==> config.mk <==
export PLATFORM = sky130hd
export DESIGN_NAME = ftag_cfg
export DESIGN_NICKNAME = d
export VERILOG_FILES = /design/src/hdl/ftag_pkg.sv /design/src/hdl/ftag_cfg.sv
export SDC_FILE = /design/constraint.sdc
export NUM_CORES = 1
export LEC_CHECK = 0
export ABC_AREA = 1
export BUFFER_PORTS_ARGS = -buffer_cell sky130_fd_sc_hd__buf_2
export CELL_PAD_IN_SITES_DETAIL_PLACEMENT = 1
export CELL_PAD_IN_SITES_GLOBAL_PLACEMENT = 2
export CORE_ASPECT_RATIO = 1.5
export CORE_UTILIZATION = 30
export CTS_CLUSTER_SIZE = 25
export DETAILED_ROUTE_END_ITERATION = 12
export HOLD_SLACK_MARGIN = 0.03
export PLACE_DENSITY = 0.74
export REMOVE_ABC_BUFFERS = 1
export SLEW_MARGIN = 0
export SYNTH_ARGS = -nofsm -noshare
export SYNTH_HDL_FRONTEND = slang
export SYNTH_SLANG_ARGS = --single-unit
==> constraint.sdc <==
create_clock -name clk -period 1.64 [get_ports clk]
set_input_delay 0.246 -clock clk [delete_from_list [all_inputs] [get_ports clk]]
set_output_delay 0.246 -clock clk [all_outputs]
set_load 0.05 [all_outputs]
==> src/hdl/ftag_pkg.sv <==
// Shared constants, types and helper functions of the floor texel address generator.
`default_nettype none

package ftag_pkg;

    localparam int TEX_SIDE   = 64;
    localparam int TEX_BITS   = $clog2(TEX_SIDE);
    localparam int FRAC_BITS  = 8;
    localparam int QB         = FRAC_BITS + TEX_BITS;
    localparam int ROW_W      = 12;
    localparam int NUM_W      = 42;
    localparam int MAG_W      = NUM_W - 1;
    localparam int DIV_STEPS  = 3;
    localparam int DIV_STAGES = (MAG_W + DIV_STEPS - 1) / DIV_STEPS;
    localparam int DVD_W      = DIV_STAGES * DIV_STEPS;
    localparam int FRONT_LAT  = 5;
    localparam int LATENCY    = FRONT_LAT + DIV_STAGES + 1;

    localparam logic [2:0] CFG_POS_X       = 3'd0;
    localparam logic [2:0] CFG_POS_Y       = 3'd1;
    localparam logic [2:0] CFG_EYE_HEIGHT  = 3'd2;
    localparam logic [2:0] CFG_FOCAL_DIST  = 3'd3;
    localparam logic [2:0] CFG_DIR_COS     = 3'd4;
    localparam logic [2:0] CFG_DIR_SIN     = 3'd5;
    localparam logic [2:0] CFG_HALF_WIDTH  = 3'd6;
    localparam logic [2:0] CFG_HALF_HEIGHT = 3'd7;

    localparam logic signed [15:0] DIR_MAX = 16'sd16384;
    localparam logic signed [15:0] DIR_MIN = -16'sd16384;

    typedef struct packed {
        logic signed [23:0] pos_x;
        logic signed [23:0] pos_y;
        logic [23:0]        height;
        logic [23:0]        focal;
        logic signed [15:0] dir_cos;
        logic signed [15:0] dir_sin;
        logic [11:0]        half_w;
        logic [11:0]        half_h;
    } cfg_t;

    typedef struct packed {
        logic                    vld;
        logic                    below;
        logic [ROW_W-1:0]        row;
        logic signed [NUM_W-1:0] num_x;
        logic signed [NUM_W-1:0] num_y;
    } div_in_t;

    typedef struct packed {
        logic          vld;
        logic          below;
        logic          sign_x;
        logic          sign_y;
        logic [QB-1:0] quo_x;
        logic [QB-1:0] quo_y;
    } div_out_t;

    typedef struct packed {
        logic [ROW_W-1:0]     rem;
        logic [DIV_STEPS-1:0] qbits;
    } div_step_t;

    function automatic logic signed [15:0] clamp_dir(input logic signed [15:0] d);
        logic signed [15:0] r;
        if (d > DIR_MAX)
            r = DIR_MAX;
        else if (d < DIR_MIN)
            r = DIR_MIN;
        else
            r = d;
        return r;
    endfunction

    // A few restoring division steps, dividend bits taken MSB first.
    function automatic div_step_t div_steps(input logic [ROW_W-1:0]     rem,
                                            input logic [DIV_STEPS-1:0] bits,
                                            input logic [ROW_W-1:0]     d);
        logic [ROW_W:0]       t;
        logic [ROW_W-1:0]     r;
        logic [DIV_STEPS-1:0] q;
        div_step_t            res;
        r = rem;
        q = '0;
        for (int k = DIV_STEPS - 1; k >= 0; k--)
        begin
            t = {r, bits[k]};
            if (t >= {1'b0, d})
            begin
                r    = ROW_W'(t - {1'b0, d});
                q[k] = 1'b1;
            end
            else
            begin
                r = t[ROW_W-1:0];
            end
        end
        res.rem   = r;
        res.qbits = q;
        return res;
    endfunction

endpackage

`default_nettype wire

==> src/hdl/ftag_cfg.sv <==
// Configuration register bank with reset values and direction clamping.
`default_nettype none

module ftag_cfg
    import ftag_pkg::*;
(
    input  wire logic        clk,
    input  wire logic        rst_n,
    input  wire logic        wr_en,
    input  wire logic [2:0]  wr_index,
    input  wire logic [23:0] wr_data,
    output cfg_t             cfg
);

    logic [23:0] pos_x_reg, pos_y_reg, height_reg, focal_reg;
    logic [15:0] cos_reg, sin_reg;
    logic [11:0] hw_reg, hh_reg;

    always_ff @(posedge clk or negedge rst_n)
    begin
        if (!rst_n)
        begin
            pos_x_reg  <= 24'd0;
            pos_y_reg  <= 24'd0;
            height_reg <= 24'd12288;
            focal_reg  <= 24'd102400;
            cos_reg    <= 16'd16384;
            sin_reg    <= 16'd0;
            hw_reg     <= 12'd320;
            hh_reg     <= 12'd240;
        end
        else if (wr_en)
        begin
            unique case (wr_index)
                CFG_POS_X:       pos_x_reg  <= wr_data;
                CFG_POS_Y:       pos_y_reg  <= wr_data;
                CFG_EYE_HEIGHT:  height_reg <= wr_data;
                CFG_FOCAL_DIST:  focal_reg  <= wr_data;
                CFG_DIR_COS:     cos_reg    <= wr_data[15:0];
                CFG_DIR_SIN:     sin_reg    <= wr_data[15:0];
                CFG_HALF_WIDTH:  hw_reg     <= wr_data[11:0];
                CFG_HALF_HEIGHT: hh_reg     <= wr_data[11:0];
            endcase
        end
    end

    always_comb
    begin
        cfg.pos_x   = $signed(pos_x_reg);
        cfg.pos_y   = $signed(pos_y_reg);
        cfg.height  = height_reg;
        cfg.focal   = focal_reg;
        cfg.dir_cos = clamp_dir($signed(cos_reg));
        cfg.dir_sin = clamp_dir($signed(sin_reg));
        cfg.half_w  = hw_reg;
        cfg.half_h  = hh_reg;
    end

endmodule

`default_nettype wire

**Word level (Yosys, flattened, before mapping)**

Cells that the tools add are included.

- Word-level logic and storage cells: 32
- Register bits: 152
- Output and inout bits: 152

- Mux-type cells: 4
- Eq/ne operators: 7
- Order comparisons: 4
- Reduce and logical (&&, ||, !) cells: 9

Operators with widths:

| cell | number |
|---|---|
| $mux 16 | 4 |
| $gt 16x16->1 const B | 2 |
| $lt 16x15->1 const B | 2 |
| $reduce_and 2->1 | 8 |
| $eq 3x3->1 const B | 4 |
| $eq 3x2->1 const B | 2 |
| $eq 3x1->1 const B | 1 |
| $logic_not 3->1 | 1 |

**Depth between registers and ports, before layout**

- Depth after elaboration: 3
- Mapped depth: 7

**Least setup slack after synthesis**

OpenSTA, ideal clock, no wires.

- Path kind: register to output
- Start point: reg cos_reg[14]
- End point: out cfg[42] (netlist bit)
- Slack: -0.388 ns
- Required time: 1.394 ns
- Arrival time: 1.782 ns
- Cell stages (with the launch flop): 6
- Path through: dfstp_2 > inv_1 > nand2_1 > clkbuf_1 > nand2_1 > a21oi_1

RTL lines:

| item | RTL line | text |
|---|---|---|
| start: declaration | ftag_cfg.sv:16 | `logic [15:0] cos_reg, sin_reg;` |
| start signal: assignment | ftag_cfg.sv:39 | `CFG_DIR_COS: cos_reg <= wr_data[15:0];` |
| end: declaration | ftag_cfg.sv:12 | `output cfg_t cfg` |

==> metrics.yaml <==
fin_skew_ps: 0
drc_errors: 0
boundaryPins: 182
synth-async-reset-ratio: 1.00
cp-end-kind: "output port"
relSlewSlack: 0.674
coreArea_um2: 19300
critPathLaunch: "sin_reg[6]"
synth_flop_cell: "dfrtp_1"
ctsRootBufferMaster: "clkbuf_16"
cts_htree_levels: 4
p_leak_nw: 4.26
cp.arrival_ps: 1780
dieArea_um2: 20500
yosysSeqAreaShare: 0.640
path_clk_slew_ps: 60
synthCells: 625
yosysTopAreaCellShare: 0.587
synth_edf_count: 0
syn_to_final_growth_pct: 42.8
synth_cell_type_count: 21
yosys.area.top_type: "dfrtp_1"
grtUsageTotal: 0.197
cts_tree: "yes"
viasPerCell: 4.59
multiInputGateArea_um2: 2110
holdCritStartpoint: "wr_data[17]"
num-fill-cells: 2221
final_core_util: 0.441
ys_top_cells_by_count: "185 x nand2_1, 140 x dfrtp_1, 122 x o21ai_0"
grt_overflow: 0
drt-initial-drc-count: 182
final-seq-area_um2: 3820
yosys_warnings: 0
critical_path_required_ps: 1390
routed_wl_um: 19000
cts_max_path_buffers: 2
hold_viol: 0
tns_ps: -9130
setup_viol: 28
grt_pass1_vias: 5531
clock_latency_ps: 420
power_density_nw_per_um2: 1660
ant_nets: 0
worstMarginPinSlew_ps: 488
crit_type: "reg -> out"
wl_per_cell_um: 17.2
num_rows: 62
synth_seq_cells: 152
failed_checks: "setup timing"
hpwlAfterDp_um: 13800
maxCapViolCount: 0
setup_slack_ps: -382
port_buffers: 181
rsz0062_at_grt: "yes"
initial_utilization: 0.309
netlist_area_um2: 5970
grt_start_max_net_pins: 48
crit-reg2reg-launch: "cos_reg[6]"
firstDrtPassIters: 4
ys_top_cells_by_area: "dfrtp_1 59%, nand2_1 12%, o21ai_0 10%"
place_congestion: 0.761
drive_gt1_frac: 0.387
antenna_found_initial: 1
cp_max_fo: 4
die_h_um: 175
die_w_um: 117
cts_sinks: 152
syn_avg_cell_area_um2: 9.55
finalCritPeriodShare: 1.23
hold_path_class: "in -> reg"
cp-start-kind: "flip-flop"
drv_slew: 0
outcome: "finished, violations left"
max_freq_ghz: 0.495
grt_first_pass_wirelength_um: 30200
synth_most_common_cell: "nand2_1"
ir_worst_vdd_uv: 560
finalNetCount: 863
post-route-min-period_ps: 2020
cts_buffers: 17
vias: 5061
==> critical path, stage by stage (launching register included) <==
cell and delay [ps]:
dfrtp_1 380, nor2_1 150, nand2_1 90, nor2_2 120, nand2_2 90, buf_4 190, a21oi_4 150, buf_6 180
==> cells by family after synthesis <==
| group | count (synthesis) | share of synthesized area |
|---|---|---|
| buf+inv | 68 | 0.0589 |
| compound gates | 180 | 0.155 |
| flops | 152 | 0.640 |
| simple gates | 225 | 0.146 |
==> path summary, 6_finish.rpt <==
| kind | to | slack, ps | cells past startpoint |
|---|---|---|---|
| max reg2reg | cos_reg[6] | 710 | 4 |
| min in group asynchronous | pos_x_reg[18] | 340 | 2 |
| min reg2reg | pos_y_reg[7] | 480 | 2 |
| max | cfg[35] | -380 | 7 |
| min | height_reg[17] | 110 | 3 |
| max in group asynchronous | hh_reg[6] | 670 | 3 |
==> power by group <==
group,total [mW],leakage [nW],internal (mW),switching [mW]
sequential,4.93,1.87,4.50,0.427
clock,3.72,0.267,2.14,1.59
combinational,5.51,2.12,1.49,4.02
total,14.2,4.26,8.13,6.04
==> layout make-up <==
cell class | instances | share of cell area
Timing Repair Buffer | 226 | 0.187
Multi-Input combinational cell | 406 | 0.248
Inverter | 30 | 0.0132
Clock buffer | 19 | 0.0520
Tap cell | 256 | 0.0376
Sequential cell | 152 | 0.448
Clock inverter | 13 | 0.0139
Antenna cell | 1 | 0.000294
==> repair_timing <==
action | CTS | global route
gates resized for setup | 70 | 56
endpoints found under the hold margin | 38 | 0
endpoints found under the setup margin | 29 | 30
pin swaps | 1 | 4
hold buffers | 1 | 0
gates cloned | 1 | 0
setup buffers | 0 | 2
==> routing by layer <==
metal  global-route usage  wire (um)  share of wire
met1                0.226       7410           0.39
met3               0.0295        539          0.028
met4               0.0802        395          0.021
met5                    0          0              0
met2                0.359      10600           0.56
==> cell usage in the layout (no fill, tap or decap), types with 4 or more instances in the layout <==
cell and instances:
nand2_1 176, buf_2 150, dfrtp_1 139, o21ai_0 122, buf_4 34, inv_1 28, nor2_1 27, buf_6 25
a21oi_4 18, clkbuf_16 17, a21oi_1 12, dfstp_2 12, o21ai_1 11, buf_12 11, a21oi_2 10, nand2_2 8
o21ai_2 7, buf_8 5, nor2_2 4, inv_6 4, clkinvlp_4 4
==> through the flow <==
| step | worst slack (ps) | hold WS [ps] | power (mW) | std cells | instance area [um^2] |
|---|---|---|---|---|---|
| after floorplan | -391 | -49.6 | 8.41 | 587 | 5730 |
| after global placement | -103 | 223 | 9.92 | 1066 | 7440 |
| after detailed placement | -92.1 | 232 | 10.0 | 1066 | 7440 |
| after CTS | -392 | 98.0 | 14.1 | 1100 | 8280 |
| after global routing | -473 | 120 | 14.8 | 1103 | 8520 |
| final | -382 | 107 | 14.2 | 1103 | 8520 |
(Power assumes the default switching activity.)
