$ cat src/hdl/ftag_pkg.sv
// Shared constants, types and helper functions of the floor texel address generator.
`default_nettype none

package ftag_pkg;

    localparam int TEX_SIDE   = 64;
    localparam int TEX_BITS   = $clog2(TEX_SIDE);
    localparam int FRAC_BITS  = 8;
    localparam int QB         = FRAC_BITS + TEX_BITS;
    localparam int ROW_W      = 12;
    localparam int NUM_W      = 42;
    localparam int MAG_W      = NUM_W - 1;
    localparam int DIV_STEPS  = 3;
    localparam int DIV_STAGES = (MAG_W + DIV_STEPS - 1) / DIV_STEPS;
    localparam int DVD_W      = DIV_STAGES * DIV_STEPS;
    localparam int FRONT_LAT  = 5;
    localparam int LATENCY    = FRONT_LAT + DIV_STAGES + 1;

    localparam logic [2:0] CFG_POS_X       = 3'd0;
    localparam logic [2:0] CFG_POS_Y       = 3'd1;
    localparam logic [2:0] CFG_EYE_HEIGHT  = 3'd2;
    localparam logic [2:0] CFG_FOCAL_DIST  = 3'd3;
    localparam logic [2:0] CFG_DIR_COS     = 3'd4;
    localparam logic [2:0] CFG_DIR_SIN     = 3'd5;
    localparam logic [2:0] CFG_HALF_WIDTH  = 3'd6;
    localparam logic [2:0] CFG_HALF_HEIGHT = 3'd7;

    localparam logic signed [15:0] DIR_MAX = 16'sd16384;
    localparam logic signed [15:0] DIR_MIN = -16'sd16384;

    typedef struct packed {
        logic signed [23:0] pos_x;
        logic signed [23:0] pos_y;
        logic [23:0]        height;
        logic [23:0]        focal;
        logic signed [15:0] dir_cos;
        logic signed [15:0] dir_sin;
        logic [11:0]        half_w;
        logic [11:0]        half_h;
    } cfg_t;

    typedef struct packed {
        logic                    vld;
        logic                    below;
        logic [ROW_W-1:0]        row;
        logic signed [NUM_W-1:0] num_x;
        logic signed [NUM_W-1:0] num_y;
    } div_in_t;

    typedef struct packed {
        logic          vld;
        logic          below;
        logic          sign_x;
        logic          sign_y;
        logic [QB-1:0] quo_x;
        logic [QB-1:0] quo_y;
    } div_out_t;

    typedef struct packed {
        logic [ROW_W-1:0]     rem;
        logic [DIV_STEPS-1:0] qbits;
    } div_step_t;

    function automatic logic signed [15:0] clamp_dir(input logic signed [15:0] d);
        logic signed [15:0] r;
        if (d > DIR_MAX)
            r = DIR_MAX;
        else if (d < DIR_MIN)
            r = DIR_MIN;
        else
            r = d;
        return r;
    endfunction

    // A few restoring division steps, dividend bits taken MSB first.
    function automatic div_step_t div_steps(input logic [ROW_W-1:0]     rem,
                                            input logic [DIV_STEPS-1:0] bits,
                                            input logic [ROW_W-1:0]     d);
        logic [ROW_W:0]       t;
        logic [ROW_W-1:0]     r;
        logic [DIV_STEPS-1:0] q;
        div_step_t            res;
        r = rem;
        q = '0;
        for (int k = DIV_STEPS - 1; k >= 0; k--)
        begin
            t = {r, bits[k]};
            if (t >= {1'b0, d})
            begin
                r    = ROW_W'(t - {1'b0, d});
                q[k] = 1'b1;
            end
            else
            begin
                r = t[ROW_W-1:0];
            end
        end
        res.rem   = r;
        res.qbits = q;
        return res;
    endfunction

endpackage

`default_nettype wire

$ cat src/hdl/ftag_div.sv
// Pipelined restoring floor divider by the screen row, both world axes side by side.
`default_nettype none

module ftag_div
    import ftag_pkg::*;
(
    input  wire logic    clk,
    input  wire logic    rst_n,
    input  wire div_in_t din,
    output div_out_t     dout
);

    // floor(n / r) = n >= 0 ? n / r : ~(~n / r)
    logic [MAG_W-1:0] mag_x, mag_y;

    always_comb
    begin
        mag_x = din.num_x[MAG_W-1:0] ^ {MAG_W{din.num_x[NUM_W-1]}};
        mag_y = din.num_y[MAG_W-1:0] ^ {MAG_W{din.num_y[NUM_W-1]}};
    end

    logic             vld_reg    [DIV_STAGES];
    logic             below_reg  [DIV_STAGES];
    logic             sign_x_reg [DIV_STAGES];
    logic             sign_y_reg [DIV_STAGES];
    logic [ROW_W-1:0] row_reg    [DIV_STAGES];
    logic [ROW_W-1:0] rem_x_reg  [DIV_STAGES];
    logic [ROW_W-1:0] rem_y_reg  [DIV_STAGES];
    logic [DVD_W-1:0] dvd_x_reg  [DIV_STAGES];
    logic [DVD_W-1:0] dvd_y_reg  [DIV_STAGES];
    logic [QB-1:0]    quo_x_reg  [DIV_STAGES];
    logic [QB-1:0]    quo_y_reg  [DIV_STAGES];

    for (genvar g = 0; g < DIV_STAGES; g++)
    begin : g_stage
        logic             vld_in, below_in, sign_x_in, sign_y_in;
        logic [ROW_W-1:0] row_in, rem_x_in, rem_y_in;
        logic [DVD_W-1:0] dvd_x_in, dvd_y_in;
        logic [QB-1:0]    quo_x_in, quo_y_in;
        div_step_t        step_x, step_y;

        if (g == 0)
        begin : g_first
            assign vld_in    = din.vld;
            assign below_in  = din.below;
            assign sign_x_in = din.num_x[NUM_W-1];
            assign sign_y_in = din.num_y[NUM_W-1];
            assign row_in    = din.row;
            assign rem_x_in  = '0;
            assign rem_y_in  = '0;
            assign dvd_x_in  = DVD_W'(mag_x);
            assign dvd_y_in  = DVD_W'(mag_y);
            assign quo_x_in  = '0;
            assign quo_y_in  = '0;
        end
        else
        begin : g_next
            assign vld_in    = vld_reg[g-1];
            assign below_in  = below_reg[g-1];
            assign sign_x_in = sign_x_reg[g-1];
            assign sign_y_in = sign_y_reg[g-1];
            assign row_in    = row_reg[g-1];
            assign rem_x_in  = rem_x_reg[g-1];
            assign rem_y_in  = rem_y_reg[g-1];
            assign dvd_x_in  = dvd_x_reg[g-1];
            assign dvd_y_in  = dvd_y_reg[g-1];
            assign quo_x_in  = quo_x_reg[g-1];
            assign quo_y_in  = quo_y_reg[g-1];
        end

        always_comb
        begin
            step_x = div_steps(rem_x_in, dvd_x_in[DVD_W-1 -: DIV_STEPS], row_in);
            step_y = div_steps(rem_y_in, dvd_y_in[DVD_W-1 -: DIV_STEPS], row_in);
        end

        always_ff @(posedge clk or negedge rst_n)
        begin
            if (!rst_n)
                vld_reg[g] <= 1'b0;
            else
                vld_reg[g] <= vld_in;
        end

        // only the low quotient bits reach the texel
        always_ff @(posedge clk)
        begin
            below_reg[g]  <= below_in;
            sign_x_reg[g] <= sign_x_in;
            sign_y_reg[g] <= sign_y_in;
            row_reg[g]    <= row_in;
            rem_x_reg[g]  <= step_x.rem;
            rem_y_reg[g]  <= step_y.rem;
            dvd_x_reg[g]  <= dvd_x_in << DIV_STEPS;
            dvd_y_reg[g]  <= dvd_y_in << DIV_STEPS;
            quo_x_reg[g]  <= QB'({quo_x_in, step_x.qbits});
            quo_y_reg[g]  <= QB'({quo_y_in, step_y.qbits});
        end
    end

    always_comb
    begin
        dout.vld    = vld_reg[DIV_STAGES-1];
        dout.below  = below_reg[DIV_STAGES-1];
        dout.sign_x = sign_x_reg[DIV_STAGES-1];
        dout.sign_y = sign_y_reg[DIV_STAGES-1];
        dout.quo_x  = quo_x_reg[DIV_STAGES-1];
        dout.quo_y  = quo_y_reg[DIV_STAGES-1];
    end

endmodule

`default_nettype wire

$ cat config.mk
export PLATFORM = sky130hd
export DESIGN_NAME = ftag_div
export DESIGN_NICKNAME = d
export VERILOG_FILES = /design/src/hdl/ftag_pkg.sv /design/src/hdl/ftag_div.sv
export SDC_FILE = /design/constraint.sdc
export NUM_CORES = 2
export LEC_CHECK = 0
export BUFFER_PORTS_ARGS = -buffer_cell sky130_fd_sc_hd__buf_2
export CAP_MARGIN = 20
export CORE_MARGIN = 3
export CORE_UTILIZATION = 50
export DETAILED_ROUTE_END_ITERATION = 16
export PLACE_DENSITY = 0.63
export SYNTH_ARGS = -nofsm -noshare
export SYNTH_HDL_FRONTEND = slang
export SYNTH_SLANG_ARGS = --single-unit
$ cat constraint.sdc
create_clock -name clk -period 19.3 [get_ports clk]
set_input_delay 4.825 -clock clk [delete_from_list [all_inputs] [get_ports clk]]
set_output_delay 4.825 -clock clk [all_outputs]
set_load 0.01 [all_outputs]
Word level (Yosys, flattened, before mapping)
Memories as Yosys holds them, arrays and structs flattened.
Index checks and enable logic that the tools add are counted.
- register bits: 14
- output and inout bits: 32
- logic and storage cells: 358
- input bits: 100
- bits in writable memories: 2030
- memories kept: 10
- $add $sub $neg: 83
- $lt $le $gt $ge: 83
- bitwise logic cells: 2
- muxes and demuxes: 166
- memories (name ; depth ; bits a word ; read ports ; clocked after memory_dff ; wr ports ; line ; RTL):
    dvd_x_reg ; 14 ; 39 ; 13 ; 0 ; 14 ; ftag_div.sv:29 ; logic [DVD_W-1:0] dvd_x_reg [DIV_STAGES];
    dvd_y_reg ; 14 ; 39 ; 13 ; 0 ; 14 ; ftag_div.sv:30 ; logic [DVD_W-1:0] dvd_y_reg [DIV_STAGES];
    quo_x_reg ; 14 ; 14 ; 14 ; 0 ; 14 ; ftag_div.sv:31 ; logic [QB-1:0] quo_x_reg [DIV_STAGES];
    quo_y_reg ; 14 ; 14 ; 14 ; 0 ; 14 ; ftag_div.sv:32 ; logic [QB-1:0] quo_y_reg [DIV_STAGES];
    rem_x_reg ; 14 ; 12 ; 13 ; 0 ; 14 ; ftag_div.sv:27 ; logic [ROW_W-1:0] rem_x_reg [DIV_STAGES];
    rem_y_reg ; 14 ; 12 ; 13 ; 0 ; 14 ; ftag_div.sv:28 ; logic [ROW_W-1:0] rem_y_reg [DIV_STAGES];
    +4 memories ; -- ; -- ; -- ; -- ; -- ; -- ;
- operators by type and width (kind ; number):
    $ge A13 B12 Y1 ; 82
    $mux W12 ; 83
    $sub A12 B12 Y12 ; 82
    $mux W1 ; 83
    $xor A41 B41 Y41 ; 2
    $ge A1 B12 Y1 const A ; 1
    $sub A1 B12 Y12 const A ; 1

Logic depth before layout (Yosys ltp)
An unclocked memory read counts as a cell.
- word-level depth: 7
- mapped depth: 36
- gate-level depth less buffers: 34

Least setup slack after synthesis
OpenSTA, ideal clock, no wires.
- path kind: in2reg
- start point: input din[85] (netlist name)
- end point: memory rem_y_reg[0][10]
- data required time: 19169 ps
- path slack: 8970 ps
- buffers on the path: 2
- stages on the path: 25
- library setup time: 131 ps
- data arrival time: 10200 ps
- cell sequence: inv_1 > ha_1 > nor4b_1 > and3_1 > a21boi_0 > ha_1 > clkbuf_1 > and3_1 > nand2_1 > or3_1 > nor2b_1 > a211oi_1 > mux2i_1 > ha_1 > nor2b_1 > o21ai_0 > a21boi_0 > o21ai_0 > a21oi_1 > a41o_1 > o311ai_0 > nand2_1 > clkbuf_1 > o21ai_0 > o31ai_1
- RTL lines (item ; line ; RTL):
    from (decl) ; ftag_div.sv:9 ; input wire div_in_t din,
    to (decl) ; ftag_div.sv:28 ;

==> results.cfg <==
[outcome]
status = complete, no violations

[floorplanning]
fp.coreArea_sq_mm = 0.149
num_rows = 141
initial_core_util_pct = 50.6
dieArea_sq_mm = 0.155
die_y_um = 394
die_w_um = 394
ioPinCount = 132

[routing]
final_antenna_net_count = 0
viasPerCell = 5.65
vias = 59490
drtIter0Drc = 3619
first_pass_iters = 5
wl_per_cell_um = 18.1
wl_um = 190000
drc = 0

[synth]
synth.avg_cell_area_sq_um = 9.10
synth_top_flop_cell = dfxtp_1
synth_area_sq_mm = 0.0751
async_flop_share_pct = 1.22
yosysWarningCount = 0
ys_ff_latch = 1150
ys_seq_area_share_pct = 30.7
syn_inst = 8261
synth_edf_count = 0
yosys.cell_types.count = 92

[setup_path]
ff2ff_setup_slack_ps = 9730
end_kind = flip-flop
crit_fanout = 16
r2r-end = rem_x_reg[0][23]
cp.arrival_ps = 11510
r2r_start = row_reg[0][1]
max_stage_delay_ps = 570
required_ps = 19950
critical_path_class = input pin to flip-flop
crit_path_top_delay_cell = o311ai_0
worst-r2r-cell-count = 31
worst_path_most_repeated_cell = ha_1
cp-start-kind = input pin
path_delay_family = compound AO/OA/AOI/OAI gates
critPathBufInv = 3
crit_path_cell_trace = buf_2 > inv_1 > ha_1 > nor4b_1 > and3_1 > a21boi_0 > ha_1 > and3_1 > nand2_1 > or3_1 > nor2b_1 > a211oi_1 > buf_4 > mux2i_1 > ha_1 > nor2b_1 > o21ai_0 > a21boi_0 > o21ai_0 > a21oi_1 > a41o_1 > o311ai_0 > nand2_1 > mux2_2

[final_layout]
drive_gt1_share_pct = 11.5
area_growth_pct = 9.54
fillerInstances = 13351
instances_no_fill = 10538
finalNetCount = 9585
mostFrequentLayoutCells = dfxtp_1, ha_1, a21oi_1, inv_1, nor2_1
mostFrequentLayoutCell = dfxtp_1

[clocking]
cts_root_buffer = clkbuf_16
cts_resized = 0
cts_hold_buf = 0
cts.htree.levels = 3
cts_tree = yes
cts_buffer_depth = 3
cts_sinks = 1150
cts_buffers = 120
post-cts-setup-buffers = 0
clk_latency_ps = 760
path_clk_slew_ps = 70

[global_routing]
grt_start_max_net_pins = 31
grt_first_pass_wirelength_um = 302000
grt_use_total_pct = 23.7
overflow = 0
grt_antenna_before_repair = 8
grt_pass1_vias = 57366

[sta]
timing.setup.tns_ps = 0
finalCriticalPeriod_ps = 10860
rsz0062_at_grt = no
relSlewSlack_pct = 28.4
holdWs_ps = 281
setup_violations = 0
fin_crit_sh_pct = 56.3
timing.fmax_ghz = 0.0921
hold_violations = 0
finClkSkew_ps = 65.3
worstMarginPinSlew_ps = 1070
slew_viol_final = 0

[job]
cap_violations = 0

[hold_path]
holdPathStages = 0
hold_path_end = dvd_y_reg[0][64]
min_path_type = flip-flop to flip-flop
min-delay-start = dvd_y_reg[0][22]

[placed_design]
gp_congestion = 0.925
dp_hpwl_um = 149000
port_buffers = 131
placed_cells_incl_taps = 10311
layer usage:
layer | share of wire [%] | up-vias | global-route usage [%]
met5 | 0 | - | 0
met4 | 3.5 | 0 | 8.02
met3 | 4.2 | 325 | 2.66
met2 | 46 | 1314 | 39.8
met1 | 47 | 27907 | 31.7
li1 | - | 29944 | -
cell type report:
cell class,count,area [sq um],area share [%]
Antenna cell,1,2.50,0.00304
Clock buffer,150,3280,3.98
Clock inverter,76,857,1.04
Inverter,574,2150,2.62
Multi-Input combinational cell,6400,49400,60.0
Sequential cell,1150,23100,28.1
Tap cell,2002,2500,3.04
Timing Repair Buffer,185,1070,1.30
worst max path at each step:
stage / slack (ps) / end / from / cells after the start
floorplan: 8970 / rem_y_reg[0][10] / din[85] / 25
global placement: 7690 / rem_x_reg[0][8] / din[85] / 24
detailed placement: 7650 / rem_y_reg[0][1] / din[85] / 24
CTS: 8470 / rem_y_reg[0][1] / din[85] / 24
global route: 7690 / rem_y_reg[0][6] / din[85] / 25
finish: 8440 / rem_x_reg[0][1] / din[85] / 24
through the flow:
step           utilization [%]  setup slack (ps)  instance area [sq um]
3_3_place_gp              52.6              7690                  78200
4_1_cts                   55.4              8470                  82300
2_1_floorplan                -              8970                  75200
6_report                  55.4              8440                  82300
3_5_place_dp              52.6              7650                  78200
5_1_grt                   55.4              7690                  82300
synthesized netlist by cell type (all sizes together) (105+ instances only):
cell | count | area (sq um)
nand4 | 117 | 732
nor2 | 554 | 2080
xnor2 | 475 | 4160
xor2 | 271 | 2370
o21a | 109 | 818
nand3 | 135 | 676
ha | 974 | 12200
a21oi | 689 | 3450
nand2 | 434 | 1630
inv | 574 | 2150
o21ai | 484 | 2420
nor3 | 173 | 871
nor2b | 140 | 876
a21o | 223 | 1670
nand2b | 105 | 657
dfxtp | 1136 | 22700
mux2 | 479 | 5390
cell families (layout without fill, tap and decap cells):
| family | after synthesis | count (layout) | share of synthesized area (%) |
|---|---|---|---|
| AOI/OAI and AO/OA | 2109 | 2109 | 17.8 |
| xor gates and xnor gates | 746 | 746 | 8.70 |
| adders and majority gates | 1054 | 1054 | 18.3 |
| buffers and inverters | 715 | 985 | 3.66 |
| DFF | 1150 | 1150 | 30.7 |
| muxes | 574 | 574 | 8.44 |
| other | 1 | 6 | 0.00499 |
| and+or+nand+nor | 1912 | 1912 | 12.3 |
Power is left out: the tool's default activity adds up to more than one toggle a clock period on the data nets, which glitch-free logic cannot reach.
